**src/rtl/mmrs_pkg.sv**
```systemverilog
// Package with shared constants, controller states and command/status types.
`default_nettype none

package mmrs_pkg;

    localparam int DIM_DEFAULT = 16;
    localparam int OUT_MAX     = 16;
    localparam int IDX_BITS    = 4;
    localparam int ELEM_BITS   = 16;
    localparam int PROD_BITS   = 32;
    localparam int ACC_BITS    = 36;
    localparam int S_DATA_BITS = 24;
    localparam int M_DATA_BITS = 48;

    localparam logic REQ_LOAD_B   = 1'b0;
    localparam logic REQ_STREAM_A = 1'b1;

    typedef enum logic [2:0] {
        ST_IDLE,
        ST_MAC,
        ST_DRAIN,
        ST_EMIT_RD,
        ST_EMIT_LD
    } state_t;

    typedef struct packed {
        logic ready;
        logic mac_issue;
        logic emit_rd;
        logic emit_ld;
    } cmd_t;

    typedef struct packed {
        logic a_start;
        logic j_last;
        logic pipe_busy;
        logic emit_pending;
        logic out_free;
        logic emit_last;
    } status_t;

endpackage

`default_nettype wire

```
**src/rtl/mmrs_ctrl.sv**
```systemverilog
// Controller state machine sequencing loads, MAC passes and row emission.
`default_nettype none

module mmrs_ctrl (
    input  wire logic              clk,
    input  wire logic              rst_n,
    input  wire mmrs_pkg::status_t status,
    output mmrs_pkg::cmd_t         cmd
);

    mmrs_pkg::state_t state_reg;
    mmrs_pkg::state_t state_next;

    always_ff @(posedge clk or negedge rst_n)
    begin
        if (!rst_n)
        begin
            state_reg <= mmrs_pkg::ST_IDLE;
        end
        else
        begin
            state_reg <= state_next;
        end
    end

    always_comb
    begin
        state_next = state_reg;
        case (state_reg)
            mmrs_pkg::ST_IDLE:
            begin
                if (status.a_start)
                begin
                    state_next = mmrs_pkg::ST_MAC;
                end
            end
            mmrs_pkg::ST_MAC:
            begin
                if (status.j_last)
                begin
                    state_next = mmrs_pkg::ST_DRAIN;
                end
            end
            mmrs_pkg::ST_DRAIN:
            begin
                if (!status.pipe_busy)
                begin
                    state_next = status.emit_pending ? mmrs_pkg::ST_EMIT_RD
                                                     : mmrs_pkg::ST_IDLE;
                end
            end
            mmrs_pkg::ST_EMIT_RD:
            begin
                state_next = mmrs_pkg::ST_EMIT_LD;
            end
            mmrs_pkg::ST_EMIT_LD:
            begin
                if (status.out_free)
                begin
                    state_next = status.emit_last ? mmrs_pkg::ST_IDLE
                                                  : mmrs_pkg::ST_EMIT_RD;
                end
            end
            default:
            begin
                state_next = mmrs_pkg::ST_IDLE;
            end
        endcase
    end

    always_comb
    begin
        cmd = '0;
        case (state_reg)
            mmrs_pkg::ST_IDLE:
            begin
                cmd.ready = 1'b1;
            end
            mmrs_pkg::ST_MAC:
            begin
                cmd.mac_issue = 1'b1;
            end
            mmrs_pkg::ST_EMIT_RD:
            begin
                cmd.emit_rd = 1'b1;
            end
            mmrs_pkg::ST_EMIT_LD:
            begin
                cmd.emit_ld = status.out_free;
            end
            default:
            begin
                cmd = '0;
            end
        endcase
    end

endmodule

`default_nettype wire

```
**config.mk**
```make
export PLATFORM = sky130hd
export DESIGN_NAME = mmrs_ctrl
export DESIGN_NICKNAME = d
export VERILOG_FILES = /design/src/rtl/mmrs_pkg.sv /design/src/rtl/mmrs_ctrl.sv
export SDC_FILE = /design/constraint.sdc
export NUM_CORES = 1
export LEC_CHECK = 0
export ABC_CLOCK_PERIOD_IN_PS = 1800
export BUFFER_PORTS_ARGS = -buffer_cell sky130_fd_sc_hd__buf_2
export CORE_AREA = 2 2 39 41
export DETAILED_ROUTE_END_ITERATION = 10
export DIE_AREA = 0 0 41 43
export HOLD_SLACK_MARGIN = 0.08
export PLACE_DENSITY = 0.36
export REMOVE_ABC_BUFFERS = 1
export SKIP_CTS_REPAIR_TIMING = 1
export SLEW_MARGIN = 10
export SYNTH_ARGS = -nofsm -noshare
export SYNTH_HDL_FRONTEND = slang
export SYNTH_SLANG_ARGS = --single-unit
```
**constraint.sdc**
```tcl
create_clock -name clk -period 1.8 [get_ports clk]
set_input_delay 0.27 -clock clk [delete_from_list [all_inputs] [get_ports clk]]
set_output_delay 0.27 -clock clk [all_outputs]
set_load 0.005 [all_outputs]
```
==> results of run 1 <==
cells in the mapped netlist:
master                      number
sky130_fd_sc_hd__or3b_1          1
sky130_fd_sc_hd__and3b_2         1
sky130_fd_sc_hd__buf_4           1
sky130_fd_sc_hd__o21bai_1        1
sky130_fd_sc_hd__nor2_1          1
sky130_fd_sc_hd__nor4b_1         1
sky130_fd_sc_hd__o2bb2ai_1       1
sky130_fd_sc_hd__buf_6           1
sky130_fd_sc_hd__and4bb_2        1
sky130_fd_sc_hd__o32ai_1         2
sky130_fd_sc_hd__nand2_1         1
sky130_fd_sc_hd__a211o_1         1
sky130_fd_sc_hd__mux2_2          1
sky130_fd_sc_hd__inv_1           2
sky130_fd_sc_hd__dfrtp_1         3
sky130_fd_sc_hd__o21a_1          1
sky130_fd_sc_hd__nor3_1          2
sky130_fd_sc_hd__nand2b_1        1
sky130_fd_sc_hd__nor3b_1         1
worst paths after layout:
path,startpoint,end,slack (ns),cells past startpoint
setup / recovery,state_reg[1],cmd[0],0.18,3
hold / removal,status[1],state_reg[2],0.27,2
setup reg to reg,state_reg[0],state_reg[1],0.40,3
hold reg to reg,state_reg[2],state_reg[1],0.65,1
max in group asynchronous,rst_n,state_reg[1],1.33,2
min in group asynchronous,rst_n,state_reg[2],0.36,2
kinds of logic (layout without fill, tap and decap cells):
group | after synthesis | after routing | share of synthesized area [%]
compound gates | 6 | 6 | 21.4
buf+inv | 4 | 18 | 11.2
flops | 3 | 3 | 32.1
mux | 1 | 1 | 4.81
simple gates | 10 | 10 | 30.5
power by group through the flow:
| stage | clock network [mW] | logic (mW) | registers (mW) |
|---|---|---|---|
| 4_1_cts | 0.123 | 0.202 | 0.164 |
| 3_5_place_dp | 0 | 0.201 | 0.164 |
| 2_1_floorplan | 0 | 0.138 | 0.145 |
| 3_3_place_gp | 0 | 0.203 | 0.164 |
| 5_1_grt | 0.131 | 0.226 | 0.176 |
| 6_report | 0.115 | 0.201 | 0.164 |
worst reg2reg max path, stage by stage (launching register included):
cell	delay, ns
sky130_fd_sc_hd__dfrtp_1	0.47
sky130_fd_sc_hd__mux2_2	0.37
sky130_fd_sc_hd__o32ai_1	0.29
sky130_fd_sc_hd__o32ai_1	0.13
final cells by class:
cell class | instances | area [um2]
fill | 161 | 1060
timing repair buffer | 12 | 65.1
tap | 16 | 20.0
multi-input combinational | 17 | 133
sequential | 3 | 75.1
inverter | 2 | 7.51
clock buffer | 4 | 26.3
per-layer routing:
metal / vias up / share of wire (%) / global-route usage (%)
met5: - / 0 / 0
met4: 0 / 0 / 8.00
met3: 0 / 7.6 / 1.57
met2: 9 / 41 / 9.38
met1: 99 / 51 / 10.7
li1: 119 / - / -
==> flow_summary.json, run 1 <==
{
  "antenna_found_initial": 0,
  "setup_ws_ns": 0.179,
  "drtAntennaViolNets": 0,
  "numClockSinks": 3,
  "synth_top_cell_area_share_pct": 32.1,
  "cp.required_ns": 1.53,
  "antenna_cells_inserted": 0,
  "rsz0062_at_grt": "no",
  "dieWidth_um": 41,
  "area_growth_syn_to_layout_pct": 39.6,
  "power.share.combinational_pct": 41.8,
  "power_mw": 0.480,
  "place_ws_ns": 0.404,
  "run_status": "finished clean",
  "grt_use_total_pct": 7.85,
  "synth_seq_area_share_pct": 32.1,
  "cts_htree_levels": 1,
  "flip_flop_count_of_the_largest_register_all_copies_and_words_added": 3,
  "synthTopCellsByArea": "sky130_fd_sc_hd__dfrtp_1 32%, sky130_fd_sc_hd__o32ai_1 7.5%, sky130_fd_sc_hd__and4bb_2 5.3%",
  "worstPathCellList": "or3b_1 -> nor2_1 -> buf_2",
  "drt_pre_antenna_iters": 3,
  "largest_net_degree_at_the_start_of_global_routing": 11,
  "fmax_achieved_mhz": 617,
  "power.share.clock_pct": 24.0,
  "cts_tree": "built",
  "globalplace.congestion": 0.648,
  "worstPathMaxFanout": 10,
  "cts.root.buffer_cell": "sky130_fd_sc_hd__clkbuf_4",
  "intPower_mw": 0.303,
  "grt_pass1_wl_um": 917,
  "cp_top_family": "simple AND/OR/NAND/NOR gates",
  "stdcell_area_um2": 327,
  "final_cell_count_no_fill": 54,
  "synth.ff_latch_count": 3,
  "most-common-layout-cells": "11 x sky130_fd_sc_hd__buf_2, 3 x sky130_fd_sc_hd__clkbuf_4, 3 x sky130_fd_sc_hd__dfrtp_1",
  "dp_hpwl_um": 416,
  "effective_utilization_at_floorplan_pct": 16.9,
  "critical_path_startpoint_category": "flip-flop",
  "synth_unique_cells": 19,
  "setup-tns-final_ns": 0,
  "netlist.top_cell.by_area": "sky130_fd_sc_hd__dfrtp_1",
  "slowest_cell_on_the_critical_path": "sky130_fd_sc_hd__dfrtp_1",
  "hold-worst-slack_ns": 0.270,
  "leading_cell_type_in_the_layout_fill_and_taps_excluded": "sky130_fd_sc_hd__buf_2",
  "worst_path_class_setup": "reg2out",
  "maxCapViolCount": 0,
  "sequentialPowerShare_pct": 34.2,
  "finalWorstPathRequiredPeriod_ns": 1.62,
  "report.final.setup_viol": 0,
  "tightest_slew_ns": 0.324,
  "path_buf_inv": 1,
  "cts_buffers": 3,
  "max_stage_delay_ns": 0.46,
  "clock_latency_ns": 0.23,
  "route.detailed.wl_per_inst_um": 9.98,
  "die_h_um": 43,
  "clock-skew-final_ns": 0.000717,
  "power.share.switching_pct": 37.0,
  "total_leakage_power_nw": 0.157,
  "placement.io_buffers": 11,
  "drt_iter0_markers": 3,
  "hp-class": "in2reg",
  "max_slew_margin_pct": 78.3,
  "avgSynthCellArea_um2": 9.75,
  "die_area_um2": 1760,
  "vias_in_the_first_global_route": 239,
  "vias_per_cell": 4.20,
  "via_count": 227,
  "postSynthCellCount": 24,
  "number_of_synthesis_warnings": 0,
  "core-area_um2": 1380,
  "design.final.nets": 47,
  "drive_above_1_share_pct": 44.7,
  "post_synth_instance_area_um2": 234,
  "remaining_drcs": 0,
  "report.final.hold_viol_count": 0,
  "post-route-util_pct": 23.6,
  "rows": 14,
  "clock_tree.buffer_depth": 2,
  "pin_count": 12,
  "power_switching_mw": 0.178,
  "vdd_ir_drop_max_uv": 320,
  "globalRoute.totalOverflow": 0,
  "data_arrival_at_the_endpoint_of_the_critical_path_ns": 1.35,
  "postPlaceCellArea_um2": 290,
  "timing.final.crit_share_pct": 90.1,
  "endpoint_kind": "output pin",
  "routed_wirelength_um": 539,
  "timing.final.max_slew_violations": 0,
  "place_inst": 49,
  "path_clk_slew_ns": 0.04,
  "powerDensity_nw_per_um2": 1470
}
No activity file was read; power rests on OpenSTA's default activity.
==> run 2: changes to the inputs <==
--- a/config.mk
+++ b/config.mk
@@ -12,6 +12,7 @@
 export DIE_AREA = 0 0 41 43
 export HOLD_SLACK_MARGIN = 0.08
 export PLACE_DENSITY = 0.36
+export RECOVER_POWER = 25
 export REMOVE_ABC_BUFFERS = 1
 export SKIP_CTS_REPAIR_TIMING = 1
 export SLEW_MARGIN = 10
==> run 2 against run 1 <==
- sequential power is essentially flat
- hold slack is the same
- critical path type unchanged
- sequential share of layout area grew 0.088 points
- cell area shrank 0.38%
- largest cell class unchanged
==> flow_summary.json, run 2 (synthesis gave the netlist of run 1 again) <==
{
  "timing.final.crit_share_pct": 90.1,
  "clock-skew-final_ns": 0.000717,
  "critical_path_startpoint_category": "flip-flop",
  "setup_ws_ns": 0.179,
  "vias_in_the_first_global_route": 239,
  "report.final.hold_viol_count": 0,
  "run_status": "finished clean",
  "drtAntennaViolNets": 0,
  "dp_hpwl_um": 416,
  "clock_tree.buffer_depth": 2,
  "endpoint_kind": "output pin",
  "n_fill_cell": 162,
  "powerDensity_nw_per_um2": 1470,
  "place_inst": 49,
  "die_h_um": 43,
  "finalWorstPathRequiredPeriod_ns": 1.62,
  "remaining_drcs": 0,
  "cp.required_ns": 1.53,
  "leading_cell_type_in_the_layout_fill_and_taps_excluded": "sky130_fd_sc_hd__buf_2",
  "power.share.combinational_pct": 41.8,
  "place_ws_ns": 0.404,
  "grt_pass1_wl_um": 917,
  "power.share.switching_pct": 37.0,
  "max_slew_margin_pct": 78.3,
  "routed_wirelength_um": 537,
  "vias_per_cell": 4.20,
  "fmax_achieved_mhz": 617,
  "area_growth_syn_to_layout_pct": 39.0,
  "max_stage_delay_ns": 0.46,
  "core-area_um2": 1380,
  "timing.final.max_slew_violations": 0,
  "cp_top_family": "simple AND/OR/NAND/NOR gates",
  "power_switching_mw": 0.178,
  "antenna_found_initial": 0,
  "post-route-util_pct": 23.5,
  "worst_path_class_setup": "reg2out",
  "final_cell_count_no_fill": 54,
  "most-common-layout-cells": "10 x sky130_fd_sc_hd__buf_2, 3 x sky130_fd_sc_hd__clkbuf_4, 3 x sky130_fd_sc_hd__dfrtp_1",
  "cts_htree_levels": 1,
  "globalRoute.totalOverflow": 0,
  "worstPathMaxFanout": 10,
  "path_buf_inv": 1,
  "worstPathCellList": "or3b_1 -> nor2_1 -> buf_2",
  "vdd_ir_drop_max_uv": 320,
  "largest_net_degree_at_the_start_of_global_routing": 11,
  "effective_utilization_at_floorplan_pct": 16.9,
  "drt_pre_antenna_iters": 3,
  "data_arrival_at_the_endpoint_of_the_critical_path_ns": 1.35,
  "numClockSinks": 3,
  "die_area_um2": 1760,
  "dieWidth_um": 41,
  "sequentialPowerShare_pct": 34.2,
  "via_count": 227,
  "slowest_cell_on_the_critical_path": "sky130_fd_sc_hd__dfrtp_1",
  "path_clk_slew_ns": 0.04,
  "rows": 14,
  "clock_latency_ns": 0.23,
  "antenna_cells_inserted": 0,
  "hp-class": "in2reg",
  "grt_use_total_pct": 7.85,
  "power_mw": 0.480,
  "maxCapViolCount": 0,
  "power.share.clock_pct": 24.0,
  "setup-tns-final_ns": 0,
  "design.final.nets": 47,
  "globalplace.congestion": 0.648,
  "route.detailed.wl_per_inst_um": 9.94,
  "drt_iter0_markers": 3,
  "rsz0062_at_grt": "no",
  "pin_count": 12,
  "intPower_mw": 0.302,
  "cts_tree": "built",
  "cts.root.buffer_cell": "sky130_fd_sc_hd__clkbuf_4",
  "total_leakage_power_nw": 0.154,
  "drive_above_1_share_pct": 42.1,
  "placement.io_buffers": 11,
  "report.final.setup_viol": 0,
  "tightest_slew_ns": 0.324,
  "flip_flop_count_of_the_largest_register_all_copies_and_words_added": 3,
  "cts_buffers": 3
}
==> run 2: cell type report <==
type	count	area, um2	share of cell area, %
Timing Repair Buffer	12	63.8	19.6
Multi-Input combinational cell	17	133	40.8
Sequential cell	3	75.1	23.1
Clock buffer	4	26.3	8.08
Inverter	2	7.51	2.31
Tap cell	16	20.0	6.15
==> run 2: path summary, 6_finish.rpt <==
path	from	to	slack [ns]	cells after the start
setup / recovery	state_reg[1]	cmd[0]	0.18	3
setup reg to reg	state_reg[0]	state_reg[1]	0.40	3
max in group asynchronous	rst_n	state_reg[1]	1.28	2
hold reg to reg	state_reg[2]	state_reg[1]	0.65	1
hold / removal	status[1]	state_reg[2]	0.27	2
min in group asynchronous	rst_n	state_reg[2]	0.37	2
==> run 2: worst register-to-register path, stage by stage (launching register included) <==
cell and delay, ns:
sky130_fd_sc_hd__dfrtp_1 0.47, sky130_fd_sc_hd__mux2_2 0.37, sky130_fd_sc_hd__o32ai_1 0.29, sky130_fd_sc_hd__o32ai_1 0.13
==> run 2: stage by stage <==
step,hold WS [ns],area (um2)
final,0.270,325
after CTS,-0.182,317
after floorplan,-0.0256,215
after global routing,0.271,325
after detailed placement,0.0676,290
after global placement,0.0680,290
==> run 2: power groups by stage <==
stage	Sequential (mW)	Clock [mW]	Combinational, mW
2_1_floorplan	0.145	0	0.138
3_3_place_gp	0.164	0	0.203
3_5_place_dp	0.164	0	0.201
4_1_cts	0.164	0.123	0.202
5_1_grt	0.176	0.131	0.226
6_report	0.164	0.115	0.200
==> run 2: routing by layer <==
layer	GRT usage, %	share of wire [%]
met5	0	0
met4	8.00	0
met3	1.57	7.6
met2	9.38	41
met1	10.7	51
==> run 3: changes to the inputs <==
--- a/config.mk
+++ b/config.mk
@@ -5,13 +5,13 @@
 export SDC_FILE = /design/constraint.sdc
 export NUM_CORES = 1
 export LEC_CHECK = 0
-export ABC_CLOCK_PERIOD_IN_PS = 1800
-export BUFFER_PORTS_ARGS = -buffer_cell sky130_fd_sc_hd__buf_2
+export ABC_CLOCK_PERIOD_IN_PS = 2000
 export CORE_AREA = 2 2 39 41
 export DETAILED_ROUTE_END_ITERATION = 10
 export DIE_AREA = 0 0 41 43
+export DONT_BUFFER_PORTS = 1
 export HOLD_SLACK_MARGIN = 0.08
-export PLACE_DENSITY = 0.36
+export PLACE_DENSITY = 0.3
 export RECOVER_POWER = 25
 export REMOVE_ABC_BUFFERS = 1
 export SKIP_CTS_REPAIR_TIMING = 1
==> constraint.sdc (replaced) <==
create_clock -name clk -period 2 [get_ports clk]
set_input_delay 0.3 -clock clk [delete_from_list [all_inputs] [get_ports clk]]
set_output_delay 0.3 -clock clk [all_outputs]
set_load 0.005 [all_outputs]
==> run 3 against run 2 <==
- first-iteration DRC count fell by 33%
- sequential share of layout area grew 4.6 points
- combinational power shrank 26%
- via count shrank 15%
- routed wire length up 5.4%
- clock power is 8% lower
- register-to-register slack improved by 0.18 ns
- setup slack better by 0.23 ns
- critical endpoint unchanged
==> flow_summary.json, run 3 (synthesis gave the netlist of run 1 again) <==
{
  "run_status": "finished clean",
  "route.detailed.wl_per_inst_um": 13.2,
  "drtAntennaViolNets": 0,
  "report.final.hold_viol_count": 0,
  "endpoint_kind": "output pin",
  "vdd_ir_drop_max_uv": 275,
  "antenna_found_initial": 0,
  "timing.final.crit_share_pct": 79.5,
  "drt_iter0_markers": 2,
  "grt_use_total_pct": 9.13,
  "vias_in_the_first_global_route": 250,
  "die_area_um2": 1760,
  "cts.root.buffer_cell": "sky130_fd_sc_hd__clkbuf_4",
  "finalWorstPathRequiredPeriod_ns": 1.59,
  "data_arrival_at_the_endpoint_of_the_critical_path_ns": 1.29,
  "drt_pre_antenna_iters": 2,
  "clock-skew-final_ns": 0.00126,
  "timing.final.max_slew_violations": 0,
  "clock_latency_ns": 0.23,
  "die_h_um": 43,
  "report.final.setup_viol": 0,
  "power_mw": 0.405,
  "multi_input_area_um2": 133,
  "globalRoute.totalOverflow": 0,
  "cts_htree_levels": 1,
  "dieWidth_um": 41,
  "dp_hpwl_um": 444,
  "maxCapViolCount": 0,
  "rows": 14,
  "worst_path_class_setup": "reg2out",
  "critical_path_startpoint_category": "flip-flop",
  "via_count": 192,
  "most-common-layout-cells": "3 x sky130_fd_sc_hd__clkbuf_4, 3 x sky130_fd_sc_hd__dfrtp_1, 2 x sky130_fd_sc_hd__nor3_1, 2 x sky130_fd_sc_hd__inv_1, 2 x sky130_fd_sc_hd__o32ai_1",
  "globalplace.congestion": 0.596,
  "routed_wirelength_um": 566,
  "hp-class": "in2reg",
  "max_slew_margin_pct": 68.7,
  "cts_tree": "built",
  "core-area_um2": 1380,
  "flip_flop_count_of_the_largest_register_all_copies_and_words_added": 3,
  "numClockSinks": 3,
  "vias_per_cell": 4.47,
  "clock_tree.buffer_depth": 2,
  "antenna_cells_inserted": 0,
  "largest_net_degree_at_the_start_of_global_routing": 11,
  "placement.io_buffers": 0,
  "n_fill_cell": 156,
  "register_area_um2": 75.1,
  "area_growth_syn_to_layout_pct": 16.0,
  "fmax_achieved_mhz": 629,
  "total_leakage_power_nw": 0.109,
  "rsz0062_at_grt": "no",
  "cp.required_ns": 1.70,
  "powerDensity_nw_per_um2": 1490,
  "pin_count": 12,
  "cts_buffers": 3,
  "drive_above_1_share_pct": 22.2,
  "worstPathMaxFanout": 10,
  "design.final.nets": 36,
  "path_clk_slew_ns": 0.04,
  "tightest_slew_ns": 0.468,
  "effective_utilization_at_floorplan_pct": 16.9,
  "setup-tns-final_ns": 0,
  "grt_pass1_wl_mm": 1.03,
  "remaining_drcs": 0
}
-- run 3: routing by layer --
layer	GRT usage [%]	routed length, um	up-vias
li1	-	-	96
met1	11.2	258	90
met2	11.6	279	6
met3	0.524	27	0
met4	12.0	0	0
met5	0	0	-
-- run 3: worst max-delay path: stages (launching register included) --
cell,delay [ns]
sky130_fd_sc_hd__dfrtp_1,0.47
sky130_fd_sc_hd__or3b_1,0.45
sky130_fd_sc_hd__nor2_1,0.14
-- run 3: through the flow --
| step | worst slack, ns | util [%] | area (um2) | std cells | hold WS (ns) |
|---|---|---|---|---|---|
| 2_1_floorplan | 0.737 | - | 215 | 22 | 0.00441 |
| 3_3_place_gp | 0.565 | 17.0 | 235 | 38 | 0.00452 |
| 3_5_place_dp | 0.541 | 17.0 | 235 | 38 | 0.00451 |
| 4_1_cts | 0.390 | 18.9 | 262 | 42 | -0.247 |
| 5_1_grt | 0.320 | 19.6 | 272 | 43 | 0.156 |
| 6_report | 0.410 | 19.6 | 272 | 43 | 0.171 |
-- run 3: power breakdown --
group          internal (mW)  total [mW]  switching [mW]
Clock                 0.0748       0.106          0.0311
Combinational         0.0829       0.149          0.0658
Sequential            0.0885       0.150          0.0617
Total                  0.246       0.405           0.159
-- run 3: final timing paths --
kind,startpoint,to,slack (ns),depth (start not counted)
max in group asynchronous,rst_n,state_reg[0],1.53,1
worst min register to register,state_reg[2],state_reg[1],0.65,1
worst max-delay path,state_reg[1],cmd[0],0.41,2
worst min-delay path,status[1],state_reg[2],0.17,1
worst max register to register,state_reg[0],state_reg[0],0.58,3
min in group asynchronous,rst_n,state_reg[1],0.32,1
-- run 3: cell type report --
cell class | count | share of cell area (%)
multi-input combinational | 17 | 48.8
tap | 16 | 7.37
timing repair buffer | 1 | 3.69
sequential | 3 | 27.6
inverter | 2 | 2.76
clock buffer | 4 | 9.68
